### src/stch_pkg.sv
// Package for the settable twelve-hour clock.
// Holds the mode codes, the request and result types and the time-field helpers.
// Has no dependencies of its own.
`default_nettype none

package stch_pkg;

  typedef enum logic [2:0] {
    MODE_INIT       = 3'd0,
    MODE_RUN        = 3'd1,
    MODE_SET_SECOND = 3'd2,
    MODE_SET_MINUTE = 3'd3,
    MODE_SET_HOUR   = 3'd4,
    MODE_COMMIT     = 3'd5
  } mode_t;

  localparam logic [15:0] TICKS_RESET = 16'd1000;
  localparam logic [5:0]  SEC_TOP     = 6'd59;
  localparam logic [5:0]  MIN_TOP     = 6'd59;
  localparam logic [5:0]  HOUR_TOP    = 6'd11;
  localparam logic [5:0]  SEC_RESET   = 6'd10;
  localparam logic [5:0]  MIN_RESET   = 6'd4;
  localparam logic [3:0]  HOUR_RESET  = 4'd5;
  // Multiply by 13 and shift by 6 gives the quotient by five for values below 64.
  localparam logic [3:0]  DIV5_MUL    = 4'd13;

  typedef struct packed {
    logic base_tick;
    logic mode_pressed;
    logic up_pressed;
    logic down_pressed;
    logic save_pressed;
  } req_t;

  typedef struct packed {
    mode_t      clock_mode;
    logic [5:0] shown_second;
    logic [5:0] shown_minute;
    logic [3:0] shown_hour;
    logic [3:0] second_led;
    logic [3:0] minute_led;
  } result_t;

  function automatic logic [5:0] wrap_up(input logic [5:0] v, input logic [5:0] top);
    return (v >= top) ? 6'd0 : v + 6'd1;
  endfunction

  function automatic logic [5:0] wrap_down(input logic [5:0] v, input logic [5:0] top);
    return (v == 6'd0 || v > top) ? top : v - 6'd1;
  endfunction

  function automatic logic [5:0] edit_field(input logic [5:0] v, input logic [5:0] top,
                                            input logic up, input logic down);
    logic [5:0] r;
    r = v;
    if (up && !down) begin
      r = wrap_up(v, top);
    end else if (down && !up) begin
      r = wrap_down(v, top);
    end
    return r;
  endfunction

  function automatic logic [3:0] div5(input logic [5:0] v);
    logic [9:0] p;
    p = 10'(v) * 10'(DIV5_MUL);
    return p[9:6];
  endfunction

endpackage

`default_nettype wire

### src/stch_if.sv
// Channel interfaces of the settable twelve-hour clock: button request,
// displayed result and tick-count configuration. Uses no package.
`default_nettype none

interface stch_in_if;
  logic valid;
  logic ready;
  logic base_tick;
  logic mode_pressed;
  logic up_pressed;
  logic down_pressed;
  logic save_pressed;
  modport source (output valid, base_tick, mode_pressed, up_pressed, down_pressed,
                  save_pressed, input ready);
  modport sink (input valid, base_tick, mode_pressed, up_pressed, down_pressed,
                save_pressed, output ready);
endinterface

interface stch_out_if;
  logic       valid;
  logic       ready;
  logic [2:0] clock_mode;
  logic [5:0] shown_second;
  logic [5:0] shown_minute;
  logic [3:0] shown_hour;
  logic [3:0] second_led;
  logic [3:0] minute_led;
  modport source (output valid, clock_mode, shown_second, shown_minute, shown_hour,
                  second_led, minute_led, input ready);
  modport sink (input valid, clock_mode, shown_second, shown_minute, shown_hour,
                second_led, minute_led, output ready);
endinterface

interface stch_cfg_if;
  logic        valid;
  logic        ready;
  logic [15:0] ticks_per_second;
  modport source (output valid, ticks_per_second, input ready);
  modport sink (input valid, ticks_per_second, output ready);
endinterface

`default_nettype wire

### src/stch_core.sv
// Clock state and its one-pass update: prescaler, mode sequencing, run and edit times.
// Depends on stch_pkg for the mode codes, request and result types and field helpers.
`default_nettype none

module stch_core (
  input  wire logic             clk,
  input  wire logic             rst_n,
  input  wire logic             adv,
  input  wire stch_pkg::req_t   req,
  input  wire logic [15:0]      ticks_per_second,
  output stch_pkg::result_t     result
);

  stch_pkg::mode_t mode_r, mode_nxt;
  logic [5:0]  run_sec_r, run_sec_nxt, run_min_r, run_min_nxt;
  logic [3:0]  run_hour_r, run_hour_nxt;
  logic [5:0]  edit_sec_r, edit_sec_nxt, edit_min_r, edit_min_nxt;
  logic [3:0]  edit_hour_r, edit_hour_nxt;
  logic [15:0] cnt_r, cnt_nxt;
  logic        due_r, due_nxt;

  logic        tick_eff;
  logic [16:0] cnt_inc;
  logic        expire;
  logic        show_edit;
  logic [5:0]  shown_sec, shown_min;
  logic [3:0]  shown_hour;

  always_comb begin
    tick_eff = req.base_tick && !due_r;
    cnt_inc  = {1'b0, cnt_r} + 17'd1;
    expire   = tick_eff && (cnt_inc >= {1'b0, ticks_per_second});

    due_nxt = due_r | expire;
    cnt_nxt = cnt_r;
    if (expire) begin
      cnt_nxt = 16'd0;
    end else if (tick_eff) begin
      cnt_nxt = cnt_inc[15:0];
    end

    mode_nxt      = mode_r;
    run_sec_nxt   = run_sec_r;
    run_min_nxt   = run_min_r;
    run_hour_nxt  = run_hour_r;
    edit_sec_nxt  = edit_sec_r;
    edit_min_nxt  = edit_min_r;
    edit_hour_nxt = edit_hour_r;
    show_edit     = 1'b0;

    unique case (mode_r)
      stch_pkg::MODE_RUN: begin
        if (due_nxt) begin
          due_nxt = 1'b0;
          cnt_nxt = 16'd0;
          if (run_sec_r >= stch_pkg::SEC_TOP) begin
            run_sec_nxt = 6'd0;
            if (run_min_r >= stch_pkg::MIN_TOP) begin
              run_min_nxt  = 6'd0;
              run_hour_nxt = 4'(stch_pkg::wrap_up(6'(run_hour_r), stch_pkg::HOUR_TOP));
            end else begin
              run_min_nxt = run_min_r + 6'd1;
            end
          end else begin
            run_sec_nxt = run_sec_r + 6'd1;
          end
        end
        if (req.mode_pressed) begin
          edit_sec_nxt  = run_sec_nxt;
          edit_min_nxt  = run_min_nxt;
          edit_hour_nxt = run_hour_nxt;
          mode_nxt      = stch_pkg::MODE_SET_SECOND;
        end
      end
      stch_pkg::MODE_SET_SECOND: begin
        show_edit    = 1'b1;
        edit_sec_nxt = stch_pkg::edit_field(edit_sec_r, stch_pkg::SEC_TOP,
                                            req.up_pressed, req.down_pressed);
        if (req.mode_pressed) begin
          mode_nxt = stch_pkg::MODE_SET_MINUTE;
        end
        if (req.save_pressed) begin
          mode_nxt = stch_pkg::MODE_COMMIT;
        end
      end
      stch_pkg::MODE_SET_MINUTE: begin
        show_edit    = 1'b1;
        edit_min_nxt = stch_pkg::edit_field(edit_min_r, stch_pkg::MIN_TOP,
                                            req.up_pressed, req.down_pressed);
        if (req.mode_pressed) begin
          mode_nxt = stch_pkg::MODE_SET_HOUR;
        end
        if (req.save_pressed) begin
          mode_nxt = stch_pkg::MODE_COMMIT;
        end
      end
      stch_pkg::MODE_SET_HOUR: begin
        show_edit     = 1'b1;
        edit_hour_nxt = 4'(stch_pkg::edit_field(6'(edit_hour_r), stch_pkg::HOUR_TOP,
                                                req.up_pressed, req.down_pressed));
        if (req.mode_pressed) begin
          due_nxt  = 1'b0;
          cnt_nxt  = 16'd0;
          mode_nxt = stch_pkg::MODE_RUN;
        end
        if (req.save_pressed) begin
          mode_nxt = stch_pkg::MODE_COMMIT;
        end
      end
      stch_pkg::MODE_COMMIT: begin
        run_sec_nxt  = edit_sec_r;
        run_min_nxt  = edit_min_r;
        run_hour_nxt = edit_hour_r;
        due_nxt      = 1'b0;
        cnt_nxt      = 16'd0;
        mode_nxt     = stch_pkg::MODE_RUN;
      end
      default: begin
        due_nxt  = 1'b0;
        cnt_nxt  = 16'd0;
        mode_nxt = stch_pkg::MODE_RUN;
      end
    endcase

    shown_sec  = show_edit ? edit_sec_nxt  : run_sec_nxt;
    shown_min  = show_edit ? edit_min_nxt  : run_min_nxt;
    shown_hour = show_edit ? edit_hour_nxt : run_hour_nxt;

    result.clock_mode   = mode_nxt;
    result.shown_second = shown_sec;
    result.shown_minute = shown_min;
    result.shown_hour   = shown_hour;
    result.second_led   = stch_pkg::div5(shown_sec);
    result.minute_led   = stch_pkg::div5(shown_min);
  end

  always_ff @(posedge clk) begin
    if (!rst_n) begin
      mode_r      <= stch_pkg::MODE_INIT;
      run_sec_r   <= stch_pkg::SEC_RESET;
      run_min_r   <= stch_pkg::MIN_RESET;
      run_hour_r  <= stch_pkg::HOUR_RESET;
      edit_sec_r  <= 6'd0;
      edit_min_r  <= 6'd0;
      edit_hour_r <= 4'd0;
      cnt_r       <= 16'd0;
      due_r       <= 1'b0;
    end else if (adv) begin
      mode_r      <= mode_nxt;
      run_sec_r   <= run_sec_nxt;
      run_min_r   <= run_min_nxt;
      run_hour_r  <= run_hour_nxt;
      edit_sec_r  <= edit_sec_nxt;
      edit_min_r  <= edit_min_nxt;
      edit_hour_r <= edit_hour_nxt;
      cnt_r       <= cnt_nxt;
      due_r       <= due_nxt;
    end
  end

endmodule

`default_nettype wire

### src/settable_twelve_hour_clock.sv
// Settable twelve-hour clock, top level: request register, clock core, result register.
// A request accepted into the request register passes through the core into the result register, then is offered.
// Throughput is one request per cycle while the output is not stalled; the single-pass core sets that figure.
// Synchronous active-low reset restores 5:04:10 in init mode and 1000 ticks per second.
// Depends on stch_pkg, the interfaces in stch_if and stch_core.
`default_nettype none

module settable_twelve_hour_clock (
  input  wire logic clk,
  input  wire logic rst_n,
  stch_in_if.sink   in_ch,
  stch_out_if.source out_ch,
  stch_cfg_if.sink  cfg_ch
);

  logic              in_vld_r;
  stch_pkg::req_t    req_r;
  logic              out_vld_r;
  stch_pkg::result_t res_r;
  stch_pkg::result_t res_nxt;
  logic [15:0]       tps_r;
  logic              adv;

  assign adv          = in_vld_r && (!out_vld_r || out_ch.ready);
  assign in_ch.ready  = !in_vld_r || adv;
  assign cfg_ch.ready = 1'b1;

  always_ff @(posedge clk) begin
    if (!rst_n) begin
      tps_r <= stch_pkg::TICKS_RESET;
    end else if (cfg_ch.valid) begin
      tps_r <= cfg_ch.ticks_per_second;
    end
  end

  always_ff @(posedge clk) begin
    if (!rst_n) begin
      in_vld_r <= 1'b0;
    end else if (in_ch.ready) begin
      in_vld_r <= in_ch.valid;
    end
  end

  always_ff @(posedge clk) begin
    if (in_ch.ready && in_ch.valid) begin
      req_r.base_tick    <= in_ch.base_tick;
      req_r.mode_pressed <= in_ch.mode_pressed;
      req_r.up_pressed   <= in_ch.up_pressed;
      req_r.down_pressed <= in_ch.down_pressed;
      req_r.save_pressed <= in_ch.save_pressed;
    end
  end

  stch_core u_core (
    .clk              (clk),
    .rst_n            (rst_n),
    .adv              (adv),
    .req              (req_r),
    .ticks_per_second (tps_r),
    .result           (res_nxt)
  );

  always_ff @(posedge clk) begin
    if (!rst_n) begin
      out_vld_r <= 1'b0;
    end else if (!out_vld_r || out_ch.ready) begin
      out_vld_r <= in_vld_r;
    end
  end

  always_ff @(posedge clk) begin
    if (adv) begin
      res_r <= res_nxt;
    end
  end

  assign out_ch.valid        = out_vld_r;
  assign out_ch.clock_mode   = 3'(res_r.clock_mode);
  assign out_ch.shown_second = res_r.shown_second;
  assign out_ch.shown_minute = res_r.shown_minute;
  assign out_ch.shown_hour   = res_r.shown_hour;
  assign out_ch.second_led   = res_r.second_led;
  assign out_ch.minute_led   = res_r.minute_led;

endmodule

`default_nettype wire
### src/flat_wrapper.sv
// flat-port wrapper written by rule: the top's interface ports become plain ports
module settable_twelve_hour_clock_flat 
  (clk, rst_n, in_ch_valid, in_ch_base_tick, in_ch_mode_pressed, in_ch_up_pressed, in_ch_down_pressed, in_ch_save_pressed, in_ch_ready, out_ch_valid, out_ch_clock_mode, out_ch_shown_second, out_ch_shown_minute, out_ch_shown_hour, out_ch_second_led, out_ch_minute_led, out_ch_ready, cfg_ch_valid, cfg_ch_ticks_per_second, cfg_ch_ready);
  stch_in_if in_ch_i ();
  stch_out_if out_ch_i ();
  stch_cfg_if cfg_ch_i ();
  input  wire logic clk;
  input  wire logic rst_n;
  input wire logic [$bits(in_ch_i.valid)-1:0] in_ch_valid;
  input wire logic [$bits(in_ch_i.base_tick)-1:0] in_ch_base_tick;
  input wire logic [$bits(in_ch_i.mode_pressed)-1:0] in_ch_mode_pressed;
  input wire logic [$bits(in_ch_i.up_pressed)-1:0] in_ch_up_pressed;
  input wire logic [$bits(in_ch_i.down_pressed)-1:0] in_ch_down_pressed;
  input wire logic [$bits(in_ch_i.save_pressed)-1:0] in_ch_save_pressed;
  output wire logic [$bits(in_ch_i.ready)-1:0] in_ch_ready;
  output wire logic [$bits(out_ch_i.valid)-1:0] out_ch_valid;
  output wire logic [$bits(out_ch_i.clock_mode)-1:0] out_ch_clock_mode;
  output wire logic [$bits(out_ch_i.shown_second)-1:0] out_ch_shown_second;
  output wire logic [$bits(out_ch_i.shown_minute)-1:0] out_ch_shown_minute;
  output wire logic [$bits(out_ch_i.shown_hour)-1:0] out_ch_shown_hour;
  output wire logic [$bits(out_ch_i.second_led)-1:0] out_ch_second_led;
  output wire logic [$bits(out_ch_i.minute_led)-1:0] out_ch_minute_led;
  input wire logic [$bits(out_ch_i.ready)-1:0] out_ch_ready;
  input wire logic [$bits(cfg_ch_i.valid)-1:0] cfg_ch_valid;
  input wire logic [$bits(cfg_ch_i.ticks_per_second)-1:0] cfg_ch_ticks_per_second;
  output wire logic [$bits(cfg_ch_i.ready)-1:0] cfg_ch_ready;
  assign in_ch_i.valid = in_ch_valid;
  assign in_ch_i.base_tick = in_ch_base_tick;
  assign in_ch_i.mode_pressed = in_ch_mode_pressed;
  assign in_ch_i.up_pressed = in_ch_up_pressed;
  assign in_ch_i.down_pressed = in_ch_down_pressed;
  assign in_ch_i.save_pressed = in_ch_save_pressed;
  assign in_ch_ready = in_ch_i.ready;
  assign out_ch_valid = out_ch_i.valid;
  assign out_ch_clock_mode = out_ch_i.clock_mode;
  assign out_ch_shown_second = out_ch_i.shown_second;
  assign out_ch_shown_minute = out_ch_i.shown_minute;
  assign out_ch_shown_hour = out_ch_i.shown_hour;
  assign out_ch_second_led = out_ch_i.second_led;
  assign out_ch_minute_led = out_ch_i.minute_led;
  assign out_ch_i.ready = out_ch_ready;
  assign cfg_ch_i.valid = cfg_ch_valid;
  assign cfg_ch_i.ticks_per_second = cfg_ch_ticks_per_second;
  assign cfg_ch_ready = cfg_ch_i.ready;
  settable_twelve_hour_clock u_core (.clk(clk), .rst_n(rst_n), .in_ch(in_ch_i), .out_ch(out_ch_i), .cfg_ch(cfg_ch_i));
endmodule
### config.mk
export PLATFORM = sky130hd
export DESIGN_NAME = settable_twelve_hour_clock_flat
export DESIGN_NICKNAME = d
export VERILOG_FILES = /design/src/stch_pkg.sv /design/src/stch_if.sv /design/src/stch_core.sv /design/src/settable_twelve_hour_clock.sv /design/src/flat_wrapper.sv
export SDC_FILE = /design/constraint.sdc
export NUM_CORES = 1
export LEC_CHECK = 0
export ABC_AREA = 1
export BUFFER_PORTS_ARGS = -buffer_cell sky130_fd_sc_hd__buf_2
export CORE_AREA = 3 3 128 130
export DETAILED_ROUTE_END_ITERATION = 12
export DIE_AREA = 0 0 131 133
export PLACE_DENSITY = 0.74
export SYNTH_ARGS = -nofsm -noshare
export SYNTH_HDL_FRONTEND = slang
export SYNTH_HIERARCHICAL = 1
export SYNTH_SLANG_ARGS = --single-unit
### constraint.sdc
create_clock -name clk -period 12.41 [get_ports clk]
set_input_delay 0.6205 -clock clk [delete_from_list [all_inputs] [get_ports clk]]
set_output_delay 0.6205 -clock clk [all_outputs]
set_load 0.05 [all_outputs]
# ---- Word-level counts from Yosys, hierarchy flattened
# Index checks and enable logic that the tools add are counted.
dict set report classes {
  eq_ne 5
  addsub 10
  n_lt_le_gt_ge 10
  n_reduce_logical 21
  n_mul 2
  n_bitwise 1
  n_mux 49
}
# operator n
set op_table {}
lappend op_table {{two-way mux 6 bit} 17}
lappend op_table {{two-way mux 16 bit} 4}
lappend op_table {{case mux 16 bit (3 select lines)} 1}
lappend op_table {{case mux 6 bit (2 select lines)} 4}
lappend op_table {{two-way mux 4 bit} 10}
lappend op_table {{adder 6 x 1 -> 6 bit, second input constant} 4}
lappend op_table {{greater-or-equal comparator 6 bit, second input constant} 4}
lappend op_table {{two-way mux 3 bit} 7}
lappend op_table {{multiplier 6 x 4 -> 10 bit, second input constant} 2}
lappend op_table {{adder 16 x 1 -> 17 bit, second input constant} 1}
lappend op_table {{greater-or-equal comparator 17 x 16 -> 1 bit} 1}
lappend op_table {{case mux 4 bit (2 select lines)} 2}
lappend op_table {{> comparator 6 bit, second input constant} 2}
lappend op_table {{logical NOT 6 bit} 2}
lappend op_table {{case mux 3 bit (4 select lines)} 1}
lappend op_table {{subtractor 6 x 1 -> 6 bit, second input constant} 2}
lappend op_table {{adder 4 x 1 -> 4 bit, second input constant} 2}
lappend op_table {{greater-or-equal comparator 4 bit, second input constant} 2}
lappend op_table {{== test 3 x 2 -> 1 bit, second input constant} 2}
lappend op_table {{== test 3 bit, second input constant} 2}
lappend op_table {{logical AND 1 bit} 6}
lappend op_table {{logical NOT 1 bit} 5}
lappend op_table {{logical OR 1 bit} 5}
lappend op_table {{> comparator 4 bit, second input constant} 1}
lappend op_table {{8 further kinds} 9}
dict set report totals {
  out_inout_bits 30
  register_bits 102
  inputBits 26
  word_cells 121
}

# ---- Logic depth before layout (Yosys ltp)
dict set report logic_depth {
  word_depth 9
  ltp_mapped 42
}

# ---- Hierarchy
# The synthesis kept the hierarchy.
# module n_inst seq_area_each_um2 area_per_inst_um2 cells_per_inst
set by_module_without_submodules {}
lappend by_module_without_submodules {stch_core 1 1041.0 5994.5 962}
lappend by_module_without_submodules {settable_twelve_hour_clock 1 1321.3 1609.0 115}

# ---- Worst setup path after synthesis
# OpenSTA, ideal clock, no wires.
dict set report synth_timing {
  kind {reg-to-reg}
  startpoint {reg u_core.u_core.cnt_r[0]}
  endpoint {reg u_core.res_r (netlist bit u_core/out_ch.minute_led[2]) (data pin)}
  setup_time_ps 252
  path_slack_ps 7185
  n_path_buf 0
  required_time_ps 12158
  synth_period_minus_slack_ps 5225
  stages_incl_launch_ff 40
  arrival_time_ps 4972
  path_cell_list {dfxtp_1 -> inv_2 -> nor3_4 -> nand4_2 -> nor2_2 -> nand3_2 -> nor2_2 -> inv_1 -> nand2_1 -> inv_1 -> or2_2 -> inv_1 -> ha_1 -> nand2_1 -> inv_1 -> nand2_1 -> nand2_1 -> nand2_1 -> (+4 left out) -> nand2_4 -> inv_1 -> nor3_1 -> o21ai_0 -> nand2_1 -> o211ai_1 -> a31oi_1 -> ha_1 -> inv_1 -> fa_1 -> inv_1 -> ha_1 -> a21oi_1 -> nor3_1 -> a211oi_1 -> nand2_1 -> nand2_1 -> nand2_1}
}
# element line_no
set synth_rtl {}
lappend synth_rtl {{start, declared} stch_core.sv:19} ;# logic [15:0] cnt_r, cnt_nxt;
lappend synth_rtl {{start signal, assigned} stch_core.sv:156} ;# cnt_r <= cnt_nxt;
lappend synth_rtl {{end signal, assigned} settable_twelve_hour_clock.sv:73} ;# res_r <= res_nxt;
lappend synth_rtl {{end, declared} settable_twelve_hour_clock.sv:19} ;# stch_pkg::result_t res_r;

==> results.cfg <==
[grt]
grt_pass1_vias = 6394
grt_max_degree = 53
grtUsageTotal_pct = 22.24
grt_overflow_total = 0
antenna_found_initial = 0
grt_pass1_wl_mm = 31.55

[clock_tree]
cts_resized = 0
clk_pin_slew_ns = 0.07
cts_setup_buffers = 0
clock_latency_ns = 0.35
cts_buffers = 9
cts_num_sinks = 102
clk_root_buffer_cell = clkbuf_16
cts_tree = done
cts_max_level = 3
cts_hold_buf = 0
cts_buffer_depth = 2

[drt]
wl_per_cell_um = 14.67
drt-initial-drc-count = 744
detailedRoute.firstPassIterationCount = 5
drtAntennaViolNets = 0
drc_errors = 0
routed_wl_mm = 19.37
via_count = 7245
vias_per_cell = 5.489

[logic_synthesis]
ys_warn_count = 6
synth_ff_type = dfxtp_1
synth-edff-count = 32
ys_types = 54
synth_top_area_cell = dfxtp_1
seq_area_frac_synth_pct = 31.07
synth_commonest_cells = nand2_1 (196), inv_1 (166), a21oi_1 (81)
yosys.area.top_type_share_pct = 18.43
synthCells = 1077
synth_nets = 1161
synth_area_mm2 = 0.007604
synth.most_common_cell = nand2_1
ys_top_cells_by_area = dfxtp_1 (18%), edfxtp_1 (13%), nand2_1 (9.7%), ha_1 (8.9%), inv_1 (8.2%)
ys_ff_latch = 102
syn_area_per_cell_um2 = 7.060
ys_async_sr_fraction_pct = 0

[floorplanning]
fp-row-count = 45
die_h_um = 133
initial_core_util_pct = 49.83
die_w_um = 131
core_area_mm2 = 0.01526
io_pins = 56
die_area_mm2 = 0.01742

[cells_and_area]
final_nets = 1188
antenna_cells = 0
fin_util_pct = 54.31
n_fill_cell = 1473
multi_input_area_mm2 = 0.004360
fin_area_mm2 = 0.008287
areaGrowthSynthToFinish_pct = 8.985
final_cells = 1320
regArea_mm2 = 0.002362
drive_gt1_share_pct = 11.36

[setup_path]
cpPeakStageDelay_ns = 0.50
worstSetupStartpointType = register
reg2reg_slack_ns = 6.39
r2r_end = u_core/out_ch.minute_led[2]
path_common_cell = nand2_1
regToRegStartpoint = u_core/u_core/cnt_r[0]
cp.required_ns = 12.52
reg2reg_depth = 39
end_kind = register
cp.arrival_ns = 6.13
crit_fanout = 16
timing_worst_setup_path_type = register to register
cp_slowest_cell = fa_1

[pwr]
p_total_mw = 1.078
p_switching_mw = 0.4151
p_per_area_mw_per_mm2 = 130.1
p_leak_nw = 3.881
vdd_drop_max_mv = 0.06293
p_int_mw = 0.6630
power_frac_seq_pct = 37.4
pwr-share-clk_pct = 26.9
switching_share_pct = 38.50
pwr-share-comb_pct = 35.7

[sta]
finalSetupTns_ns = 0
rsz0062_at_grt = false
fin_ws_ns = 6.394
drv_slew = 0
slew_headroom_pct = 29.98
period_minus_slack_ns = 6.016
timing.final.crit_share_pct = 48.48
hold_violations = 0
skew_ns = 0.006735
holdWs_ns = 0.4368
setup-violations-final = 0
worst_pin_slew_ns = 1.049
fmax_mhz = 166.2

[min_path]
min_to = u_core/req_r[2]
min_path_cells = 1
hold_start = in_ch_up_pressed
hp-class = primary input to register

[place]
place_area_mm2 = 0.007985
port_buffers = 54
dp_cells = 1304
globalplace.congestion = 0.9526
dp_hpwl_mm = 13.52
pre_cts_slack_ns = 6.421

[run]
drv_cap = 0

[run_status]
status = completed
## cell families after synthesis
kind of cell / Yosys count / share of synthesized area (%)
fa+ha+maj: 58 / 9.939
buf+inv: 225 / 11.73
xor+xnor: 20 / 2.304
compound gates: 260 / 20.47
simple gates: 411 / 24.44
other cells: 1 / 0.04932
flops: 102 / 31.07
## area by class of cell
| cell class | count | area share (%) |
|---|---|---|
| inverters | 180 | 8.153 |
| multi-input cells | 750 | 52.62 |
| clock buffers | 11 | 3.186 |
| flip-flops and latches | 102 | 28.51 |
| clock inverters | 5 | 0.4530 |
| well taps | 211 | 3.186 |
| repair buffers | 61 | 3.896 |
## placed cells by master, fill, tap and decap left out, types with 4 or more instances in the layout
| cell type | synthesis | routed |
|---|---|---|
| inv_2 | 13 | 13 |
| nand4_1 | 11 | 11 |
| nor2_1 | 77 | 77 |
| o21ai_1 | 13 | 13 |
| dfxtp_1 | 70 | 70 |
| a21oi_1 | 81 | 80 |
| inv_1 | 166 | 166 |
| nor3_1 | 19 | 19 |
| o221ai_1 | 6 | 6 |
| o211ai_1 | 37 | 37 |
| o21ai_0 | 68 | 68 |
| o22ai_1 | 11 | 11 |
| nand2_1 | 196 | 196 |
| xor2_1 | 20 | 20 |
| nand3_2 | 4 | 4 |
| clkbuf_16 | 0 | 10 |
| ha_1 | 54 | 54 |
| o21bai_1 | 4 | 4 |
| or2_2 | 5 | 5 |
| nand3_1 | 73 | 73 |
| nor2_2 | 8 | 8 |
| fa_1 | 4 | 4 |
| buf_2 | 8 | 54 |
| buf_4 | 6 | 7 |
| o31ai_1 | 4 | 4 |
| a211oi_1 | 8 | 8 |
| a31oi_1 | 11 | 11 |
| edfxtp_1 | 32 | 32 |
## state kept, by name, summed over array words and instances, names as in the netlist, 6 cells and up
name,count
u_core/u_core/cnt_r,16
u_core/tps_r,16
u_core/u_core/run_sec_r,6
u_core/u_core/run_min_r,6
u_core/out_ch.shown_second,6
u_core/out_ch.shown_minute,6
u_core/u_core/edit_sec_r,6
u_core/u_core/edit_min_r,6
## critical path, delay by kind of cell (launching register included)
kind	cells	cell delay (ns)
AO/OA/AOI/OAI	5	1.11
flip-flops	1	0.41
buffers and inverters	8	0.55
AND/OR/NAND/NOR	22	2.27
adder cells (fa/ha/maj)	4	1.42
## metal layers
| metal | vias to the layer above | track usage [%] | routed length, µm |
|---|---|---|---|
| li1 | 3680 | - | - |
| met1 | 3298 | 33.73 | 9489 |
| met2 | 247 | 31.74 | 8410 |
| met3 | 20 | 4.804 | 1260 |
| met4 | 0 | 5.829 | 208 |
| met5 | - | 0 | 0 |
## power groups by stage
stage / clock, mW / combinational, mW / sequential [mW]
final: 0.290 / 0.385 / 0.403
after global routing: 0.309 / 0.434 / 0.408
after CTS: 0.297 / 0.382 / 0.403
after detailed placement: 0 / 0.379 / 0.410
after global placement: 0 / 0.375 / 0.410
after floorplan: 0 / 0.265 / 0.441
## how the worst max path moves through the flow
| stage | startpoint | endpoint | slack [ns] | cells after the start |
|---|---|---|---|---|
| after floorplan | u_core/u_core/cnt_r[0] | u_core/out_ch.minute_led[2] | 7.19 | 39 |
| after CTS | u_core/u_core/cnt_r[0] | u_core/out_ch.minute_led[2] | 6.40 | 39 |
| after global placement | u_core/u_core/cnt_r[0] | u_core/out_ch.minute_led[2] | 6.63 | 39 |
| after global routing | u_core/u_core/cnt_r[0] | u_core/out_ch.minute_led[2] | 5.81 | 39 |
| final | u_core/u_core/cnt_r[0] | u_core/out_ch.minute_led[2] | 6.39 | 39 |
| after detailed placement | u_core/u_core/cnt_r[0] | u_core/out_ch.minute_led[2] | 6.42 | 39 |
No activity file was read; power rests on OpenSTA's default activity.
